--- config.mk ---
export PLATFORM = sky130hd
export DESIGN_NAME = lcd_parallel_window_bus_sequencer_flat
export DESIGN_NICKNAME = d
export VERILOG_FILES = /design/src/rtl/lpw_pkg.sv /design/src/rtl/lpw_in_if.sv /design/src/rtl/lpw_out_if.sv /design/src/rtl/lpw_front.sv /design/src/rtl/lpw_queue.sv /design/src/rtl/lpw_back.sv /design/src/rtl/lcd_parallel_window_bus_sequencer.sv /design/src/flat_wrapper.sv
export SDC_FILE = /design/constraint.sdc
export NUM_CORES = 1
export LEC_CHECK = 0
export BUFFER_PORTS_ARGS = -buffer_cell sky130_fd_sc_hd__buf_2
export CAP_MARGIN = 40
export CELL_PAD_IN_SITES_DETAIL_PLACEMENT = 1
export CELL_PAD_IN_SITES_GLOBAL_PLACEMENT = 2
export CORE_MARGIN = 5
export CORE_UTILIZATION = 35
export DETAILED_ROUTE_END_ITERATION = 8
export PLACE_DENSITY = 0.65
export REMOVE_ABC_BUFFERS = 1
export SLEW_MARGIN = 15
export SYNTH_ARGS = -nofsm -noshare
export SYNTH_HDL_FRONTEND = slang
export SYNTH_SLANG_ARGS = --single-unit
--- constraint.sdc ---
create_clock -name i_clk -period 7.4 [get_ports i_clk]
set_input_delay 1.48 -clock i_clk [delete_from_list [all_inputs] [get_ports i_clk]]
set_output_delay 1.48 -clock i_clk [all_outputs]
set_load 0.05 [all_outputs]
--- src/rtl/lpw_pkg.sv ---
// Shared types, command codes and a helper function for the LCD window bus sequencer
`timescale 1ns / 1ps

package lpw_pkg;

    // Default largest window side; counts above it saturate
    localparam int DEFAULT_MAX_SIDE = 512;

    // Width of the fill pixel counter (product of two 10-bit counts)
    localparam int FILL_W = 20;

    // Depth of the job queue between front and back
    localparam int QUEUE_DEPTH = 4;
    localparam int QPTR_W      = $clog2(QUEUE_DEPTH);

    // Input action codes
    localparam logic [2:0] ACT_WRITE_WIN  = 3'd0;
    localparam logic [2:0] ACT_PIXEL      = 3'd1;
    localparam logic [2:0] ACT_FILL_START = 3'd2;
    localparam logic [2:0] ACT_FILL_TICK  = 3'd3;
    localparam logic [2:0] ACT_ORIENT     = 3'd4;
    localparam logic [2:0] ACT_READ_WIN   = 3'd5;
    localparam logic [2:0] ACT_READ_BYTE  = 3'd6;

    // Panel command bytes
    localparam logic [7:0] CMD_COL_ADDR  = 8'h2A;
    localparam logic [7:0] CMD_PAGE_ADDR = 8'h2B;
    localparam logic [7:0] CMD_MEM_WRITE = 8'h2C;
    localparam logic [7:0] CMD_MEM_READ  = 8'h2E;
    localparam logic [7:0] CMD_MEM_ACCESS = 8'h36;

    // Memory access mode bytes per orientation
    localparam logic [7:0] MODE_0   = 8'h48;
    localparam logic [7:0] MODE_90  = 8'h28;
    localparam logic [7:0] MODE_180 = 8'h88;
    localparam logic [7:0] MODE_270 = 8'hE8;

    // Byte positions inside a window sequence
    localparam logic [3:0] WIN_CMD_COL  = 4'd0;
    localparam logic [3:0] WIN_CS_HI    = 4'd1;
    localparam logic [3:0] WIN_CS_LO    = 4'd2;
    localparam logic [3:0] WIN_CE_HI    = 4'd3;
    localparam logic [3:0] WIN_CE_LO    = 4'd4;
    localparam logic [3:0] WIN_CMD_PAGE = 4'd5;
    localparam logic [3:0] WIN_RS_HI    = 4'd6;
    localparam logic [3:0] WIN_RS_LO    = 4'd7;
    localparam logic [3:0] WIN_RE_HI    = 4'd8;
    localparam logic [3:0] WIN_RE_LO    = 4'd9;
    localparam logic [3:0] WIN_CMD_MEM  = 4'd10;

    // Kinds of queued job
    typedef enum logic [1:0] {
        K_WINDOW = 2'd0,
        K_WORD   = 2'd1,
        K_ORIENT = 2'd2,
        K_RPIXEL = 2'd3
    } t_kind;

    // Readback phase, one-hot
    typedef enum logic [4:0] {
        RP_IDLE  = 5'b00001,
        RP_DUMMY = 5'b00010,
        RP_RED   = 5'b00100,
        RP_GREEN = 5'b01000,
        RP_BLUE  = 5'b10000
    } t_rphase;

    // One job handed from front to back
    typedef struct packed {
        t_kind       kind;
        logic        rd;      // window ends with memory read command
        logic [8:0]  cs;
        logic [15:0] ce;
        logic [8:0]  rs;
        logic [15:0] re;
        logic [15:0] value;   // pixel word, mode byte or readback pixel
    } t_job;

    // Queue status toward its neighbors
    typedef struct packed {
        logic empty;
        logic full;
    } t_qstat;

    function automatic logic [7:0] mode_byte(input logic [1:0] orient);
        logic [7:0] m;
        unique case (orient)
            2'd0: m = MODE_0;
            2'd1: m = MODE_90;
            2'd2: m = MODE_180;
            2'd3: m = MODE_270;
        endcase
        return m;
    endfunction

endpackage

--- src/rtl/lpw_in_if.sv ---
// Input channel interface: one action item with its window, color and bus fields.
`timescale 1ns / 1ps

interface lpw_in_if;
    logic        valid;
    logic        ready;
    logic [2:0]  action;
    logic [8:0]  col_start;
    logic [9:0]  col_count;
    logic [8:0]  row_start;
    logic [9:0]  row_count;
    logic [15:0] pixel_color;
    logic [1:0]  orientation;
    logic [7:0]  bus_in;

    modport source (
        output valid, action, col_start, col_count, row_start, row_count,
               pixel_color, orientation, bus_in,
        input  ready
    );
    modport sink (
        input  valid, action, col_start, col_count, row_start, row_count,
               pixel_color, orientation, bus_in,
        output ready
    );
endinterface

--- src/rtl/lpw_out_if.sv ---
// Output channel interface: one bus byte or readback pixel per item.
`timescale 1ns / 1ps

interface lpw_out_if;
    logic        valid;
    logic        ready;
    logic        is_pixel;
    logic        data_not_cmd;
    logic [7:0]  bus_byte;
    logic [15:0] read_pixel;
    logic        last;

    modport source (
        output valid, is_pixel, data_not_cmd, bus_byte, read_pixel, last,
        input  ready
    );
    modport sink (
        input  valid, is_pixel, data_not_cmd, bus_byte, read_pixel, last,
        output ready
    );
endinterface

--- src/rtl/lpw_front.sv ---
// Front end: accepts actions, tracks fill and readback state, builds jobs.
`timescale 1ns / 1ps

module lpw_front #(
    parameter int MAX_SIDE = lpw_pkg::DEFAULT_MAX_SIDE
) (
    input  logic          i_clk,
    input  logic          i_rst_n,
    lpw_in_if.sink        i_in,
    input  lpw_pkg::t_qstat i_qstat,
    output logic          o_push,
    output lpw_pkg::t_job o_job
);

    logic                      accept;
    logic [9:0]                cc_sat;
    logic [9:0]                rc_sat;
    logic [lpw_pkg::FILL_W-1:0] fill_total;
    lpw_pkg::t_job             win_job;
    logic                      produce;

    logic [lpw_pkg::FILL_W-1:0] r_fill_left, n_fill_left;
    logic [15:0]               r_fill_color, n_fill_color;
    lpw_pkg::t_rphase          r_phase, n_phase;
    logic [7:0]                r_red, n_red;
    logic [7:0]                r_green, n_green;

    assign i_in.ready = !i_qstat.full;
    assign accept     = i_in.valid && i_in.ready;
    assign o_push     = accept && produce;

    // Saturate counts to the largest side
    assign cc_sat = ({22'd0, i_in.col_count} > 32'(MAX_SIDE)) ? 10'(MAX_SIDE)
                                                              : i_in.col_count;
    assign rc_sat = ({22'd0, i_in.row_count} > 32'(MAX_SIDE)) ? 10'(MAX_SIDE)
                                                              : i_in.row_count;
    assign fill_total = lpw_pkg::FILL_W'(cc_sat) * lpw_pkg::FILL_W'(rc_sat);

    // Window addresses; end wraps at 16 bits for a zero count
    always_comb begin
        win_job       = '0;
        win_job.kind  = lpw_pkg::K_WINDOW;
        win_job.cs    = i_in.col_start;
        win_job.ce    = 16'(i_in.col_start) + 16'(cc_sat) - 16'd1;
        win_job.rs    = i_in.row_start;
        win_job.re    = 16'(i_in.row_start) + 16'(rc_sat) - 16'd1;
    end

    // Classify the action and update state
    always_comb begin
        produce      = 1'b0;
        o_job        = win_job;
        n_fill_left  = r_fill_left;
        n_fill_color = r_fill_color;
        n_phase      = r_phase;
        n_red        = r_red;
        n_green      = r_green;
        unique case (i_in.action)
            lpw_pkg::ACT_WRITE_WIN: begin
                produce = 1'b1;
                n_phase = lpw_pkg::RP_IDLE;
            end
            lpw_pkg::ACT_PIXEL: begin
                produce     = 1'b1;
                o_job.kind  = lpw_pkg::K_WORD;
                o_job.value = i_in.pixel_color;
            end
            lpw_pkg::ACT_FILL_START: begin
                produce      = 1'b1;
                n_fill_left  = fill_total;
                n_fill_color = i_in.pixel_color;
                n_phase      = lpw_pkg::RP_IDLE;
            end
            lpw_pkg::ACT_FILL_TICK: begin
                if (r_fill_left != '0) begin
                    produce     = 1'b1;
                    o_job.kind  = lpw_pkg::K_WORD;
                    o_job.value = r_fill_color;
                    n_fill_left = r_fill_left - 1'b1;
                end
            end
            lpw_pkg::ACT_ORIENT: begin
                produce     = 1'b1;
                o_job.kind  = lpw_pkg::K_ORIENT;
                o_job.value = {8'd0, lpw_pkg::mode_byte(i_in.orientation)};
                n_phase     = lpw_pkg::RP_IDLE;
            end
            lpw_pkg::ACT_READ_WIN: begin
                produce  = 1'b1;
                o_job.rd = 1'b1;
                n_phase  = lpw_pkg::RP_DUMMY;
            end
            lpw_pkg::ACT_READ_BYTE: begin
                unique case (r_phase)
                    lpw_pkg::RP_DUMMY: n_phase = lpw_pkg::RP_RED;
                    lpw_pkg::RP_RED: begin
                        n_red   = i_in.bus_in;
                        n_phase = lpw_pkg::RP_GREEN;
                    end
                    lpw_pkg::RP_GREEN: begin
                        n_green = i_in.bus_in;
                        n_phase = lpw_pkg::RP_BLUE;
                    end
                    lpw_pkg::RP_BLUE: begin
                        produce     = 1'b1;
                        o_job.kind  = lpw_pkg::K_RPIXEL;
                        o_job.value = {r_red[7:3], r_green[7:2], i_in.bus_in[7:3]};
                        n_phase     = lpw_pkg::RP_RED;
                    end
                    default: n_phase = r_phase;
                endcase
            end
            default: produce = 1'b0;
        endcase
    end

    // State registers, updated only on an accepted item
    always_ff @(posedge i_clk) begin
        if (!i_rst_n) begin
            r_fill_left  <= '0;
            r_fill_color <= '0;
            r_phase      <= lpw_pkg::RP_IDLE;
            r_red        <= '0;
            r_green      <= '0;
        end else if (accept) begin
            r_fill_left  <= n_fill_left;
            r_fill_color <= n_fill_color;
            r_phase      <= n_phase;
            r_red        <= n_red;
            r_green      <= n_green;
        end
    end

endmodule

--- src/rtl/lpw_queue.sv ---
// Short job queue that decouples the front end from the byte sequencer.
`timescale 1ns / 1ps

module lpw_queue (
    input  logic            i_clk,
    input  logic            i_rst_n,
    input  logic            i_push,
    input  lpw_pkg::t_job   i_job,
    input  logic            i_pop,
    output lpw_pkg::t_job   o_job,
    output lpw_pkg::t_qstat o_qstat
);

    lpw_pkg::t_job                   r_slot [lpw_pkg::QUEUE_DEPTH];
    logic [lpw_pkg::QPTR_W-1:0]      r_wr, r_rd;
    logic [lpw_pkg::QPTR_W:0]        r_count;

    assign o_qstat.empty = (r_count == '0);
    assign o_qstat.full  = (r_count == (lpw_pkg::QPTR_W+1)'(lpw_pkg::QUEUE_DEPTH));
    assign o_job         = r_slot[r_rd];

    // Storage
    always_ff @(posedge i_clk) begin
        if (i_push) begin
            r_slot[r_wr] <= i_job;
        end
    end

    // Pointers and fill count
    always_ff @(posedge i_clk) begin
        if (!i_rst_n) begin
            r_wr    <= '0;
            r_rd    <= '0;
            r_count <= '0;
        end else begin
            if (i_push) begin
                r_wr <= r_wr + 1'b1;
            end
            if (i_pop) begin
                r_rd <= r_rd + 1'b1;
            end
            if (i_push && !i_pop) begin
                r_count <= r_count + 1'b1;
            end else if (i_pop && !i_push) begin
                r_count <= r_count - 1'b1;
            end
        end
    end

endmodule

--- src/rtl/lpw_back.sv ---
// Back end: expands jobs into bytes and read pixels, one per cycle unless stalled.
`timescale 1ns / 1ps

module lpw_back (
    input  logic            i_clk,
    input  logic            i_rst_n,
    input  lpw_pkg::t_job   i_job,
    input  lpw_pkg::t_qstat i_qstat,
    output logic            o_pop,
    lpw_out_if.source       o_out
);

    logic        load;
    logic [3:0]  last_step;
    logic        step_last;
    logic        c_pix;
    logic        c_dnc;
    logic [7:0]  c_byte;
    logic [15:0] c_rpix;

    logic [3:0]  r_step;
    logic        r_valid;
    logic        r_pix;
    logic        r_dnc;
    logic [7:0]  r_byte;
    logic [15:0] r_rpix;
    logic        r_last;

    assign load      = !r_valid || o_out.ready;
    assign step_last = (r_step == last_step);
    assign o_pop     = load && !i_qstat.empty && step_last;

    // Byte selection for the current step of the head job
    always_comb begin
        c_pix     = 1'b0;
        c_dnc     = 1'b1;
        c_byte    = '0;
        c_rpix    = '0;
        last_step = '0;
        unique case (i_job.kind)
            lpw_pkg::K_WINDOW: begin
                last_step = lpw_pkg::WIN_CMD_MEM;
                case (r_step)
                    lpw_pkg::WIN_CMD_COL: begin
                        c_dnc  = 1'b0;
                        c_byte = lpw_pkg::CMD_COL_ADDR;
                    end
                    lpw_pkg::WIN_CS_HI:   c_byte = {7'd0, i_job.cs[8]};
                    lpw_pkg::WIN_CS_LO:   c_byte = i_job.cs[7:0];
                    lpw_pkg::WIN_CE_HI:   c_byte = i_job.ce[15:8];
                    lpw_pkg::WIN_CE_LO:   c_byte = i_job.ce[7:0];
                    lpw_pkg::WIN_CMD_PAGE: begin
                        c_dnc  = 1'b0;
                        c_byte = lpw_pkg::CMD_PAGE_ADDR;
                    end
                    lpw_pkg::WIN_RS_HI:   c_byte = {7'd0, i_job.rs[8]};
                    lpw_pkg::WIN_RS_LO:   c_byte = i_job.rs[7:0];
                    lpw_pkg::WIN_RE_HI:   c_byte = i_job.re[15:8];
                    lpw_pkg::WIN_RE_LO:   c_byte = i_job.re[7:0];
                    lpw_pkg::WIN_CMD_MEM: begin
                        c_dnc  = 1'b0;
                        c_byte = i_job.rd ? lpw_pkg::CMD_MEM_READ : lpw_pkg::CMD_MEM_WRITE;
                    end
                    default: c_byte = '0;
                endcase
            end
            lpw_pkg::K_WORD: begin
                last_step = 4'd1;
                c_byte    = r_step[0] ? i_job.value[7:0] : i_job.value[15:8];
            end
            lpw_pkg::K_ORIENT: begin
                last_step = 4'd1;
                c_dnc     = r_step[0];
                c_byte    = r_step[0] ? i_job.value[7:0] : lpw_pkg::CMD_MEM_ACCESS;
            end
            lpw_pkg::K_RPIXEL: begin
                last_step = 4'd0;
                c_pix     = 1'b1;
                c_dnc     = 1'b0;
                c_rpix    = i_job.value;
            end
        endcase
    end

    // Step counter and output control
    always_ff @(posedge i_clk) begin
        if (!i_rst_n) begin
            r_step  <= '0;
            r_valid <= 1'b0;
        end else if (load) begin
            r_valid <= !i_qstat.empty;
            if (!i_qstat.empty) begin
                r_step <= step_last ? 4'd0 : r_step + 4'd1;
            end
        end
    end

    // Output payload
    always_ff @(posedge i_clk) begin
        if (load && !i_qstat.empty) begin
            r_pix  <= c_pix;
            r_dnc  <= c_dnc;
            r_byte <= c_byte;
            r_rpix <= c_rpix;
            r_last <= step_last;
        end
    end

    assign o_out.valid        = r_valid;
    assign o_out.is_pixel     = r_pix;
    assign o_out.data_not_cmd = r_dnc;
    assign o_out.bus_byte     = r_byte;
    assign o_out.read_pixel   = r_rpix;
    assign o_out.last         = r_last;

endmodule

--- src/rtl/lcd_parallel_window_bus_sequencer.sv ---
// Top level of the 8080-style LCD window bus sequencer.
`timescale 1ns / 1ps

// The front end accepts one action per cycle while its four-entry job queue
// has room; it keeps the fill counter and readback phase itself, so actions
// wait only for queue room, not on the bus. The back end drives one result
// per cycle, while the output is ready, through a registered output stage:
// a write window, read window or fill start gives 11 bytes, a pixel, fill
// tick or orientation gives 2 bytes, and a completed readback pixel gives
// one item; dropped read bytes, empty fill ticks and unused codes give none.
// The output register sets the sustained rate, so a stream of pixels or fill
// ticks is limited by the two bytes that each item gives.
// Counts above MAX_SIDE saturate to MAX_SIDE.

module lcd_parallel_window_bus_sequencer #(
    parameter int MAX_SIDE = lpw_pkg::DEFAULT_MAX_SIDE
) (
    input  logic      i_clk,
    input  logic      i_rst_n,
    lpw_in_if.sink    i_in,
    lpw_out_if.source o_out
);

    logic            push;
    logic            pop;
    lpw_pkg::t_job   front_job;
    lpw_pkg::t_job   head_job;
    lpw_pkg::t_qstat qstat;

    lpw_front #(
        .MAX_SIDE (MAX_SIDE)
    ) u_front (
        .i_clk   (i_clk),
        .i_rst_n (i_rst_n),
        .i_in    (i_in),
        .i_qstat (qstat),
        .o_push  (push),
        .o_job   (front_job)
    );

    lpw_queue u_queue (
        .i_clk   (i_clk),
        .i_rst_n (i_rst_n),
        .i_push  (push),
        .i_job   (front_job),
        .i_pop   (pop),
        .o_job   (head_job),
        .o_qstat (qstat)
    );

    lpw_back u_back (
        .i_clk   (i_clk),
        .i_rst_n (i_rst_n),
        .i_job   (head_job),
        .i_qstat (qstat),
        .o_pop   (pop),
        .o_out   (o_out)
    );

endmodule
--- src/flat_wrapper.sv ---
// flat-port wrapper written by rule: the top's interface ports become plain ports
module lcd_parallel_window_bus_sequencer_flat 
#(
    parameter int MAX_SIDE = lpw_pkg::DEFAULT_MAX_SIDE
)
  (i_clk, i_rst_n, i_in_valid, i_in_action, i_in_col_start, i_in_col_count, i_in_row_start, i_in_row_count, i_in_pixel_color, i_in_orientation, i_in_bus_in, i_in_ready, o_out_valid, o_out_is_pixel, o_out_data_not_cmd, o_out_bus_byte, o_out_read_pixel, o_out_last, o_out_ready);
  lpw_in_if i_in_i ();
  lpw_out_if o_out_i ();
  input  logic i_clk;
  input  logic i_rst_n;
  input wire logic [$bits(i_in_i.valid)-1:0] i_in_valid;
  input wire logic [$bits(i_in_i.action)-1:0] i_in_action;
  input wire logic [$bits(i_in_i.col_start)-1:0] i_in_col_start;
  input wire logic [$bits(i_in_i.col_count)-1:0] i_in_col_count;
  input wire logic [$bits(i_in_i.row_start)-1:0] i_in_row_start;
  input wire logic [$bits(i_in_i.row_count)-1:0] i_in_row_count;
  input wire logic [$bits(i_in_i.pixel_color)-1:0] i_in_pixel_color;
  input wire logic [$bits(i_in_i.orientation)-1:0] i_in_orientation;
  input wire logic [$bits(i_in_i.bus_in)-1:0] i_in_bus_in;
  output wire logic [$bits(i_in_i.ready)-1:0] i_in_ready;
  output wire logic [$bits(o_out_i.valid)-1:0] o_out_valid;
  output wire logic [$bits(o_out_i.is_pixel)-1:0] o_out_is_pixel;
  output wire logic [$bits(o_out_i.data_not_cmd)-1:0] o_out_data_not_cmd;
  output wire logic [$bits(o_out_i.bus_byte)-1:0] o_out_bus_byte;
  output wire logic [$bits(o_out_i.read_pixel)-1:0] o_out_read_pixel;
  output wire logic [$bits(o_out_i.last)-1:0] o_out_last;
  input wire logic [$bits(o_out_i.ready)-1:0] o_out_ready;
  assign i_in_i.valid = i_in_valid;
  assign i_in_i.action = i_in_action;
  assign i_in_i.col_start = i_in_col_start;
  assign i_in_i.col_count = i_in_col_count;
  assign i_in_i.row_start = i_in_row_start;
  assign i_in_i.row_count = i_in_row_count;
  assign i_in_i.pixel_color = i_in_pixel_color;
  assign i_in_i.orientation = i_in_orientation;
  assign i_in_i.bus_in = i_in_bus_in;
  assign i_in_ready = i_in_i.ready;
  assign o_out_valid = o_out_i.valid;
  assign o_out_is_pixel = o_out_i.is_pixel;
  assign o_out_data_not_cmd = o_out_i.data_not_cmd;
  assign o_out_bus_byte = o_out_i.bus_byte;
  assign o_out_read_pixel = o_out_i.read_pixel;
  assign o_out_last = o_out_i.last;
  assign o_out_i.ready = o_out_ready;
  lcd_parallel_window_bus_sequencer #(.MAX_SIDE(MAX_SIDE)) u_core (.i_clk(i_clk), .i_rst_n(i_rst_n), .i_in(i_in_i), .o_out(o_out_i));
endmodule
Word level (Yosys, flattened, before mapping)
Memories as Yosys holds them, arrays and structs flattened. A register that Yosys moved wholly into a read port is not among the register bits.
Cells that the tools add are included.
- register bits after elaboration: 96
- RAM bits: 276
- input bits: 71
- memories: 1
- memory list (name ; depth ; bits a word ; rd ports ; clocked after memory_dff ; wr ports ; line ; RTL):
    u_core.u_queue.r_slot ; 4 ; 69 ; 1 ; 1 ; 1 ; lpw_queue.sv:14 ; lpw_pkg::t_job r_slot [lpw_pkg::QUEUE_DEPTH];
- $add $sub $neg: 10
- $mul: 1
- magnitude comparators: 2
- equality and inequality tests: 30
- muxes and demuxes: 33
- bitwise logic cells: 1
- reductions and logical operators: 32
- operator list (kind ; number):
    one-hot mux 8 bit (11 select lines) ; 1
    one-hot mux 16 bit (4 select lines) ; 1
    one-hot mux 20 bit (2 select lines) ; 1
    2-to-1 mux 16 bit ; 2
    one-hot mux 8 bit (4 select lines) ; 1
    one-hot mux 5 bit (3 select lines) ; 2
    one-hot mux 8 bit (3 select lines) ; 1
    subtractor 11 x 1 -> 12 bit (second input constant) ; 2
    adder 9 x 10 -> 11 bit ; 2
    greater-than comparator 10 bit (second input constant) ; 2
    multiplier 10 x 10 -> 20 bit ; 1
    2-to-1 mux 10 bit ; 2
    2-to-1 mux 20 bit ; 1
    nonzero test 20 bit ; 1
    subtractor 20 x 1 -> 20 bit (second input constant) ; 1
    equality test 4 x 3 -> 1 bit (second input constant) ; 4
    2-to-1 mux 8 bit ; 2
    equality test 3 bit (second input constant) ; 4
    equality test 4 bit (second input constant) ; 3
    one-hot mux 4 bit (3 select lines) ; 1
    AND reduction 3 bit ; 4
    equality test 2 bit (second input constant) ; 4
    equality test 4 x 2 -> 1 bit (second input constant) ; 2
    2-to-1 mux 1 bit ; 8
    other kinds (33) ; 56

Depth between registers and ports, before layout
Gate-level depths: netlist (run 1).
- depth in word-level cells: 8
- depth in mapped cells: 22

By module
Synthesis (run 1) repeated with hierarchy kept, for this count alone.
- cells, all modules: 1635
- area total of the unflattened synthesis: 20241.9 sq um
- modules (own cells, without submodules) (module ; instances ; cells an instance ; area an instance (sq um) ; seq. area each (sq um)):
    lpw_queue ; 1 ; 404 ; 10412.5 ; 8468.1
    lpw_front ; 1 ; 1037 ; 7817.5 ; 1041.0
    lpw_back ; 1 ; 194 ; 2011.9 ; 910.9

Worst setup path after synthesis (run 1)
Ideal clock, no wire load.
- kind: input to register
- from: in i_in_col_count[2]
- to: reg u_core.u_front.r_fill_left[16] (netlist bit)
- setup time: 122 ps
- arrival time: 6806 ps
- required time: 7278 ps
- setup slack: 472 ps
- cell stages on the path: 22
- path buffers: 0
- cell sequence: nor4_1 -> nand2_1 -> o41ai_2 -> nand2_1 -> inv_1 -> nand3_1 -> fa_1 -> fa_1 -> inv_1 -> fa_1 -> fa_1 -> inv_1 -> fa_1 -> inv_1 -> ha_1 -> a21o_1 -> a21o_1 -> a31oi_1 -> o21ai_0 -> a21oi_1 -> nor4b_1 -> a221o_1
- cells in the longest elaborated chain, start to end: 4
- RTL lines (item ; line ; RTL):
    start: declaration ; flat_wrapper.sv:14 ; input wire logic [$bits(i_in_i.col_count)-1:0] i_in_col_count;
    greater-than comparator 10 bit ; lpw_front.sv:33 ; assign cc_sat = ({22'd0, i_in.col_count} > 32'(MAX_SIDE)) ? 10'(MAX_SIDE)
    2-to-1 mux 10 bit * ; lpw_front.sv:33 ;
    multiplier 10 x 10 -> 20 bit * ; lpw_front.sv:37 ; assign fill_total = lpw_pkg::FILL_W'(cc_sat) * lpw_pkg::FILL_W'(rc_sat);
    one-hot mux 20 bit (2 select lines) * ; lpw_front.sv:58 ; unique case (i_in.action)
    end signal: assignment ; lpw_front.sv:126 ; r_fill_left <= n_fill_left;
    end: declaration ; lpw_front.sv:22 ; logic [lpw_pkg::FILL_W-1:0] r_fill_left, n_fill_left;
Every way passes the cells marked *; elsewhere a longest branch is shown, timed or not.
A chain may end at the register's enable or synchronous reset.

Worst setup path after layout (run 1)
Ends and elaborated chain as after synthesis.

==> impl_summary.log, run 1 <==
[metrics] run status: finished clean
[metrics] total of endpoints with negative setup slack in the final report: 0
[metrics] max frequency: 148.1 MHz
[metrics] top cell type by total area after synthesis: sky130_fd_sc_hd__edfxtp_1
[metrics] number of buffer cells added on primary ports: 97
[metrics] path class of the lowest-slack min-delay path: register to register
[metrics] critical path required time: 7.85 ns
[metrics] ratio of total power to cell area: 292.0 nW/um^2
[metrics] DRT iter0 DRCs: 562
[metrics] final antenna-violating net count: 0
[metrics] wire length per cell after detailed routing: 20.56 um
[metrics] clock transition at the registers of the reported paths: 0.06 ns
[metrics] postcts setup bufs: 0
[metrics] hold buffer count at CTS: 0
[metrics] total length of routed met2 wires: 23930 um
[metrics] met1 routed wirelength after detailed routing: 22050 um
[metrics] flip-flop and latch count after synthesis: 337
[metrics] Max clock buf depth: 3
[metrics] RSZ-0062 raised after global routing: false
[metrics] Placement Rows: 84
[metrics] die extent in x: 240.7 um
[metrics] post-cts repair resize count: 0
[metrics] worst slew slack as a fraction of its limit: 44.28%
[metrics] Post-synth EDFFs: 271
[metrics] CP Launch Point: i_in_col_count[2]
[metrics] most area-consuming cells after synthesis: sky130_fd_sc_hd__edfxtp_1 44%, sky130_fd_sc_hd__ha_1 7.8%, sky130_fd_sc_hd__dfxtp_1 7.1%, sky130_fd_sc_hd__fa_1 7.0%, sky130_fd_sc_hd__mux4_2 6.9%
[metrics] worst-path fanout max: 4
[metrics] maximum number of pins on one net before global-route repair: 68
[metrics] type of element launching the critical path: primary input
[metrics] Primary FF master, synth: sky130_fd_sc_hd__edfxtp_1
[metrics] count of unique library cells instantiated by Yosys: 71
[metrics] number of nets in the layout: 1894
[metrics] Max Slew Vio Count: 0
[metrics] IO Count: 100
[metrics] dpl hpwl: 35350 um
[metrics] fraction of layout instances using a drive strength above 1: 16.40%
[metrics] CTS tree: done
[metrics] arrival time worst endpoint: 7.21 ns
[metrics] RePlAce Congestion: 0.7813
[metrics] count of fill cells added during filler insertion: 5564
[metrics] detailed-route via count: 12120
[metrics] Final Hold Viols: 0
[metrics] number of DRC violations after detailed routing: 0
[metrics] Min Clock Period, post-route: 6.754 ns
[metrics] P_leak: 8.478 nW
[metrics] Pre-Repair DR Iteration Count: 5
[metrics] period utilisation layout: 91.27%
[metrics] Worst R2R Path Depth: 12
[metrics] clock latency reported for the late side of the worst-skew pair: 0.57 ns
[metrics] Yosys Warn Count: 0
[metrics] fraction of the yosys area taken by sequential cells: 50.78%
[metrics] post-synthesis to final-layout area growth: 15.43%
[metrics] clock sink total: 337
[metrics] antenna violations before repair: 2
[metrics] slack of the worst reg-to-reg path: 3.39 ns
[metrics] share of flip-flops with an asynchronous set or reset: 0%
[metrics] crit path kind: primary input to register
[metrics] critical path endpoint: u_core.u_front.r_fill_left[16]
[metrics] Max Cap Viol: 0
[metrics] setup tns final: 0 ns
[metrics] depth of the CTS H-tree: 2
[metrics] Die Footprint: 57940 sq um
[metrics] number of global-route vias before repair: 13210
[metrics] worst reg2reg path endpoint: u_core.u_queue.r_count[2]
[metrics] overflow left after global routing: 0
[metrics] core region area: 52660 sq um
[metrics] buffer cell driving the clock tree root: sky130_fd_sc_hd__clkbuf_16
[metrics] antenna cells: 0
[metrics] leading cell type in the layout, fill and taps excluded: sky130_fd_sc_hd__edfxtp_1
[metrics] largest voltage drop on the vdd net: 0.1528 mV
[metrics] starting utilization of the core area: 35.38%
[metrics] utilization after layout: 40.84%
[metrics] highest-count cells in the layout ignoring fill and taps: 271 x sky130_fd_sc_hd__edfxtp_1, 150 x sky130_fd_sc_hd__inv_1, 117 x sky130_fd_sc_hd__nand2_1
[metrics] WL final: 48510 um
[metrics] Via density: 5.138
[metrics] area share of the largest cell type after synthesis: 43.69%
[metrics] wire length of the first global-routing pass: 76970 um
[metrics] CP endpoint kind: register
[metrics] synthesized netlist cell count: 1519
[metrics] die extent in y: 240.7 um
[metrics] synthesized area per cell: 12.26 sq um
[metrics] TritonCTS Buffers: 41
[metrics] Total Routing Usage GR: 17.06%
[metrics] met3 WL post-DR: 1553 um
[metrics] Post-Route Skew: 0.02565 ns
[metrics] netlist area before placement: 18630 sq um
[metrics] slew at the pin closest to its max-slew limit: 0.8347 ns
[metrics] Max Used Layer: met5
registers in the layout (all words and copies together), names as in the netlist, named ones only:
| signal | count |
|---|---|
| u_core.u_front.r_green | 6 |
| u_core.u_back.o_out.last | 1 |
| u_core.u_front.r_red | 5 |
| u_core.u_queue.r_slot | 244 |
| u_core.u_queue.r_wr | 2 |
| u_core.u_back.o_out.bus_byte | 8 |
| u_core.u_front.r_phase | 5 |
| u_core.u_queue.r_rd | 2 |
| u_core.u_back.o_out.is_pixel | 1 |
| u_core.u_back.o_out.data_not_cmd | 1 |
| u_core.u_front.r_fill_left | 20 |
| u_core.u_back.o_out.valid | 1 |
| u_core.u_queue.r_count | 3 |
| u_core.u_front.r_fill_color | 16 |
| u_core.u_back.o_out.read_pixel | 16 |
| u_core.u_back.r_step | 4 |
synthesized netlist by cell type (all sizes together), types with 5 or more instances:
cell / number
edfxtp: 271
inv: 151
nand2: 117
ha: 116
nor2: 111
dfxtp: 66
fa: 65
o21ai: 62
mux4: 57
a21oi: 51
nor2b: 48
clkbuf: 42
and2: 32
xnor2: 30
a21boi: 27
mux2i: 26
nand3: 22
nor3: 22
buf: 17
xor2: 14
a21o: 13
a222oi: 12
o22ai: 12
a22oi: 10
nand2b: 10
nor4: 10
nand4: 9
o21a: 8
a221o: 7
a31oi: 7
a211oi: 6
and3: 6
o221ai: 6
or3: 6
clkinv: 5
o31ai: 5
routing by layer:
metal  vias up  track usage [%]
met5         -                0
met4         4            3.955
met3        58            2.823
met2       137            28.92
met1      6195            23.19
li1       5727                -
power by group:
part           total, W  leakage, nW  internal, W  switching (W)
logic           0.00181         4.78     0.000643        0.00117
registers       0.00247         3.04      0.00236       0.000109
clock network   0.00200        0.655      0.00119       0.000806
metrics by stage:
step	worst slack, ns	instances	power [W]	area, sq um	hold WS [ns]
after CTS	0.6361	2359	0.006404	21500	0.4597
after global routing	0.2994	2359	0.006637	21500	0.4737
after global placement	0.07109	2280	0.004313	20010	0.4406
after detailed placement	0.06176	2287	0.004363	20150	0.4511
final	0.6457	2359	0.006278	21500	0.4586
after floorplan	0.4699	1460	0.003782	18380	0.4347
worst min path at each step:
stage / cells after the start / endpoint / startpoint / slack, ns
final: 2 / u_core.u_front.r_fill_color[11] / u_core.u_front.r_fill_color[11] / 0.46
after global routing: 2 / u_core.u_front.r_fill_color[6] / u_core.u_front.r_fill_color[6] / 0.47
after CTS: 2 / u_core.u_front.r_fill_color[11] / u_core.u_front.r_fill_color[11] / 0.46
after detailed placement: 2 / u_core.u_front.r_fill_color[11] / u_core.u_front.r_fill_color[11] / 0.45
after global placement: 2 / u_core.u_front.r_fill_color[4] / u_core.u_front.r_fill_color[4] / 0.44
after floorplan: 2 / u_core.u_front.r_fill_color[0] / u_core.u_front.r_fill_color[0] / 0.43
worst max-delay path: stages:
cell	delay [ns]
sky130_fd_sc_hd__buf_2	0.10
sky130_fd_sc_hd__nor4_1	0.28
sky130_fd_sc_hd__nand2_1	0.10
sky130_fd_sc_hd__o41ai_2	0.28
sky130_fd_sc_hd__buf_4	0.20
sky130_fd_sc_hd__nand4_1	0.14
sky130_fd_sc_hd__fa_1	0.50
sky130_fd_sc_hd__fa_1	0.55
sky130_fd_sc_hd__inv_1	0.06
sky130_fd_sc_hd__fa_1	0.56
sky130_fd_sc_hd__fa_1	0.57
sky130_fd_sc_hd__inv_1	0.06
sky130_fd_sc_hd__fa_1	0.53
sky130_fd_sc_hd__inv_1	0.04
sky130_fd_sc_hd__ha_1	0.29
sky130_fd_sc_hd__a21o_1	0.22
sky130_fd_sc_hd__a21o_1	0.16
sky130_fd_sc_hd__a31oi_1	0.29
sky130_fd_sc_hd__o21ai_0	0.16
sky130_fd_sc_hd__a21oi_1	0.25
sky130_fd_sc_hd__nor4b_1	0.09
sky130_fd_sc_hd__a221o_1	0.28
layout make-up:
type / instances / area [sq um] / share of cell area [%]
inverters: 156 / 585.6 / 2.723
well taps: 688 / 860.8 / 4.003
clock buffers: 48 / 1084 / 5.039
clock inverters: 24 / 264.0 / 1.228
flip-flops and latches: 337 / 9464 / 44.02
repair buffers: 139 / 888.4 / 4.132
multi-input cells: 967 / 8356 / 38.86
logic make-up (layout without fill, tap and decap cells):
kind of cell	Yosys count	after routing	synth area share, %
AO/OA/AOI/OAI	253	253	9.095
XOR/XNOR	44	44	2.069
adder cells (fa/ha/maj)	181	181	14.78
buffers and inverters	215	367	4.487
flip-flops	337	337	50.78
multiplexers	83	83	8.289
AND/OR/NAND/NOR	406	406	10.51
Note: power is estimated with default switching activity, not from simulation.
==> run 2, diff against run 1 <==
--- a/config.mk
+++ b/config.mk
@@ -10,9 +10,9 @@
 export CELL_PAD_IN_SITES_DETAIL_PLACEMENT = 1
 export CELL_PAD_IN_SITES_GLOBAL_PLACEMENT = 2
 export CORE_MARGIN = 5
-export CORE_UTILIZATION = 35
+export CORE_UTILIZATION = 25
 export DETAILED_ROUTE_END_ITERATION = 8
-export PLACE_DENSITY = 0.65
+export PLACE_DENSITY = 0.49
 export REMOVE_ABC_BUFFERS = 1
 export SLEW_MARGIN = 15
 export SYNTH_ARGS = -nofsm -noshare
==> run 2 against run 1 <==
Total power increased by 0.22%. Global-route usage shrank 3.9 points. Via count rose by 0.32%. Clock power down 2%. Count of clock-buffer cells in the layout grew 3. Register-to-register slack got worse by 0.08 ns. Wire length is 10% higher. Critical path type unchanged. Largest power group unchanged.
==> impl_summary.log, run 2 (same netlist as run 1, synthesis figures left out) <==
[metrics] highest-count cells in the layout ignoring fill and taps: 271 x sky130_fd_sc_hd__edfxtp_1, 150 x sky130_fd_sc_hd__inv_1, 117 x sky130_fd_sc_hd__nand2_1
[metrics] RePlAce Congestion: 0.7251 (-7.2%)
[metrics] Total Routing Usage GR: 13.18% (-3.9 points)
[metrics] die extent in x: 283.0 um (+18%)
[metrics] run status: finished clean
[metrics] IO Count: 100 (unchanged)
[metrics] number of flip-flops under the largest register name: 244 (unchanged)
[metrics] postcts setup bufs: 0 (unchanged)
[metrics] antenna cells: 0 (unchanged)
[metrics] Pre-Repair DR Iteration Count: 5 (unchanged)
[metrics] hold buffer count at CTS: 0 (unchanged)
[metrics] Power Internal: 0.004153 W (-1.1%)
[metrics] depth of the CTS H-tree: 2 (unchanged)
[metrics] cell with the largest stage delay on the worst path: sky130_fd_sc_hd__fa_1
[metrics] setup tns final: 0 ns (unchanged)
[metrics] RSZ-0062 raised after global routing: false
[metrics] wire length of the first global-routing pass: 82750 um (+7.5%)
[metrics] worst reg2reg path endpoint: u_core.u_queue.r_count[2]
[metrics] post-cts repair resize count: 0 (unchanged)
[metrics] crit path kind: primary input to register
[metrics] clock latency reported for the late side of the worst-skew pair: 0.56 ns (about the same)
[metrics] sequential cell fraction of total power: 39.2% (about the same)
[metrics] count of fill cells added during filler insertion: 8099 (+46%)
[metrics] final antenna-violating net count: 0 (unchanged)
[metrics] starting utilization of the core area: 25.11% (-10 points)
[metrics] buffer cell driving the clock tree root: sky130_fd_sc_hd__clkbuf_16
[metrics] net switching share of the total power: 33.99% (+0.85 points)
[metrics] wire length per cell after detailed routing: 20.11 um (-2.2%)
[metrics] worst slew slack as a fraction of its limit: 43.64% (-0.64 points)
[metrics] Cells after DPL: 2577 (+13%)
[metrics] Max clock buf depth: 3 (unchanged)
[metrics] Final Hold Viols: 0 (unchanged)
[metrics] Placement Rows: 100 (+19%)
[metrics] series of cell instances along the critical path: buf_2, nor4_1, nand2_1, o41ai_2, nand2_1, inv_1, nand3_1, fa_1, fa_1, inv_1, fa_1, fa_1, inv_1, fa_1, inv_1, ha_1, a21o_1, a21o_1, a31oi_1, o21ai_0, a21oi_1, nor4b_1, a221o_1
[metrics] path class of the lowest-slack min-delay path: register to register
[metrics] max frequency: 148.3 MHz (+0.19%)
[metrics] Slowest Stage Delay on Critical Path: 0.56 ns (about the same)
[metrics] antenna violations before repair: 2 (unchanged)
[metrics] Worst R2R Path Depth: 12 (unchanged)
[metrics] maximum number of pins on one net before global-route repair: 68 (unchanged)
[metrics] Max Slew Vio Count: 0 (unchanged)
[metrics] critical path endpoint: u_core.u_front.r_fill_left[16]
[metrics] critical path required time: 7.85 ns (about the same)
[metrics] DRT iter0 DRCs: 627 (+12%)
[metrics] total of endpoints with negative setup slack in the final report: 0 (unchanged)
[metrics] worst-path fanout max: 2 (-2)
[metrics] number of nets in the layout: 1903 (+0.48%)
[metrics] fraction of layout instances using a drive strength above 1: 16.99% (+0.60 points)
[metrics] CTS tree: done
[metrics] WL final: 53340 um (+10%)
[metrics] clock sink total: 337 (unchanged)
[metrics] slack of the worst reg-to-reg path: 3.31 ns (-0.08 ns)
[metrics] Post-Route Skew: 0.02323 ns (-0.002415 ns)
[metrics] register area: 9464 sq um (unchanged)
[metrics] part of the power in combinational logic: 29.6% (+0.8 points)
[metrics] Via density: 4.585 (-11%)
[metrics] Min Clock Period, post-route: 6.741 ns (-0.01284 ns)
[metrics] detailed-route via count: 12160 (+0.32%)
[metrics] CP endpoint kind: register
[metrics] die extent in y: 283.0 um (+18%)
[metrics] slew at the pin closest to its max-slew limit: 0.8443 ns (+0.009575 ns)
[metrics] Net Switching: 0.002139 W (+2.8%)
[metrics] P_leak: 8.491 nW (+0.15%)
[metrics] total area of multi-input combinational cells: 8356 sq um (unchanged)
[metrics] clock network fraction of total power: 31.2% (-0.7 points)
[metrics] number of DRC violations after detailed routing: 0 (unchanged)
[metrics] leading cell type in the layout, fill and taps excluded: sky130_fd_sc_hd__edfxtp_1
[metrics] arrival time worst endpoint: 7.19 ns (-0.02 ns)
[metrics] number of global-route vias before repair: 13580 (+2.8%)
[metrics] period utilisation layout: 91.10% (-0.17 points)
[metrics] number of cells in the finished layout apart from fillers: 2652 (+12%)
[metrics] dpl hpwl: 38570 um (+9.1%)
[metrics] post-synthesis to final-layout area growth: 17.20%
[metrics] Biggest register: u_core.u_queue.r_slot
[metrics] registers with the most flip-flops: u_core.u_queue.r_slot (244), u_core.u_front.r_fill_left (20)
[metrics] core region area: 74200 sq um (+41%)
[metrics] TritonCTS Buffers: 41 (unchanged)
[metrics] worst hold slack after final layout: 0.4558 ns (-0.002759 ns)
[metrics] CP Launch Point: i_in_col_count[2]
[metrics] most numerous cell on the critical path: sky130_fd_sc_hd__fa_1
[metrics] largest voltage drop on the vdd net: 0.1405 mV (-8.1%)
[metrics] Die Footprint: 80070 sq um (+38%)
[metrics] overflow left after global routing: 0 (unchanged)
[metrics] Max Cap Viol: 0 (unchanged)
[metrics] clock transition at the registers of the reported paths: 0.06 ns (about the same)
[metrics] number of buffer cells added on primary ports: 97 (unchanged)
[metrics] type of element launching the critical path: primary input
[metrics] ratio of total power to cell area: 288.2 nW/um^2 (-1.3%)
run 2: cell types whose count changed in the layout (fill, tap and decap cells not counted), sizes merged:
cell,before,now
buf,139,148
bufinv,4,1
clkbuf,48,51
clkinv,21,23
clkinvlp,2,4
inv,153,152
run 2: worst min-delay path by stage:
stage,from,endpoint,slack [ns],cells after the start
4_1_cts,u_core.u_front.r_fill_color[2],u_core.u_front.r_fill_color[2],0.46,2
6_report,u_core.u_front.r_fill_color[2],u_core.u_front.r_fill_color[2],0.46,2
5_1_grt,u_core.u_front.r_fill_color[1],u_core.u_front.r_fill_color[1],0.48,2
2_1_floorplan,u_core.u_front.r_fill_color[0],u_core.u_front.r_fill_color[0],0.43,2
3_3_place_gp,u_core.u_front.r_fill_color[8],u_core.u_front.r_fill_color[8],0.44,2
3_5_place_dp,u_core.u_front.r_fill_color[15],u_core.u_front.r_fill_color[15],0.45,2
run 2: worst max-delay path, delay by kind of cell:
kind	cells	cell delay, ns
AOI/OAI and AO/OA	7	1.61
adders and majority gates	6	2.96
and+or+nand+nor	5	0.70
buffers and inverters	5	0.41
run 2: cell type report:
| cell class | instances | area share, % |
|---|---|---|
| sequential | 337 | 43.35 |
| multi-input combinational | 967 | 38.27 |
| tap | 969 | 5.553 |
| clock buffer | 51 | 5.255 |
| timing repair buffer | 148 | 4.126 |
| inverter | 156 | 2.682 |
| clock inverter | 24 | 0.7622 |
run 2: power groups by stage:
stage / Combinational, W / Clock, W / Sequential, W
after floorplan: 0.000989 / 0 / 0.00279
after global placement: 0.00188 / 0 / 0.00251
after detailed placement: 0.00191 / 0 / 0.00252
after CTS: 0.00191 / 0.00204 / 0.00248
after global routing: 0.00204 / 0.00211 / 0.00250
final: 0.00186 / 0.00196 / 0.00247
run 2: stage by stage:
step	worst slack, ns	util, %	power (W)	instance area (sq um)
after global routing	0.2827	29.43	0.006651	21830
after CTS	0.6209	29.43	0.006431	21830
after global placement	0.04817	27.55	0.004387	20440
after floorplan	0.4699	-	0.003782	18380
after detailed placement	0.03002	27.65	0.004428	20520
final	0.6585	29.43	0.006292	21830
run 2: metal layers:
metal  part of all wire (%)  GRT usage [%]  wire, um  up-vias
li1                       -              -         -     5748
met1                     46          17.35     24300     6242
met2                     50          23.25     26810      108
met3                    2.6          1.921      1368       60
met4                    1.6          2.656       851        2
met5                  0.013              0         7        -
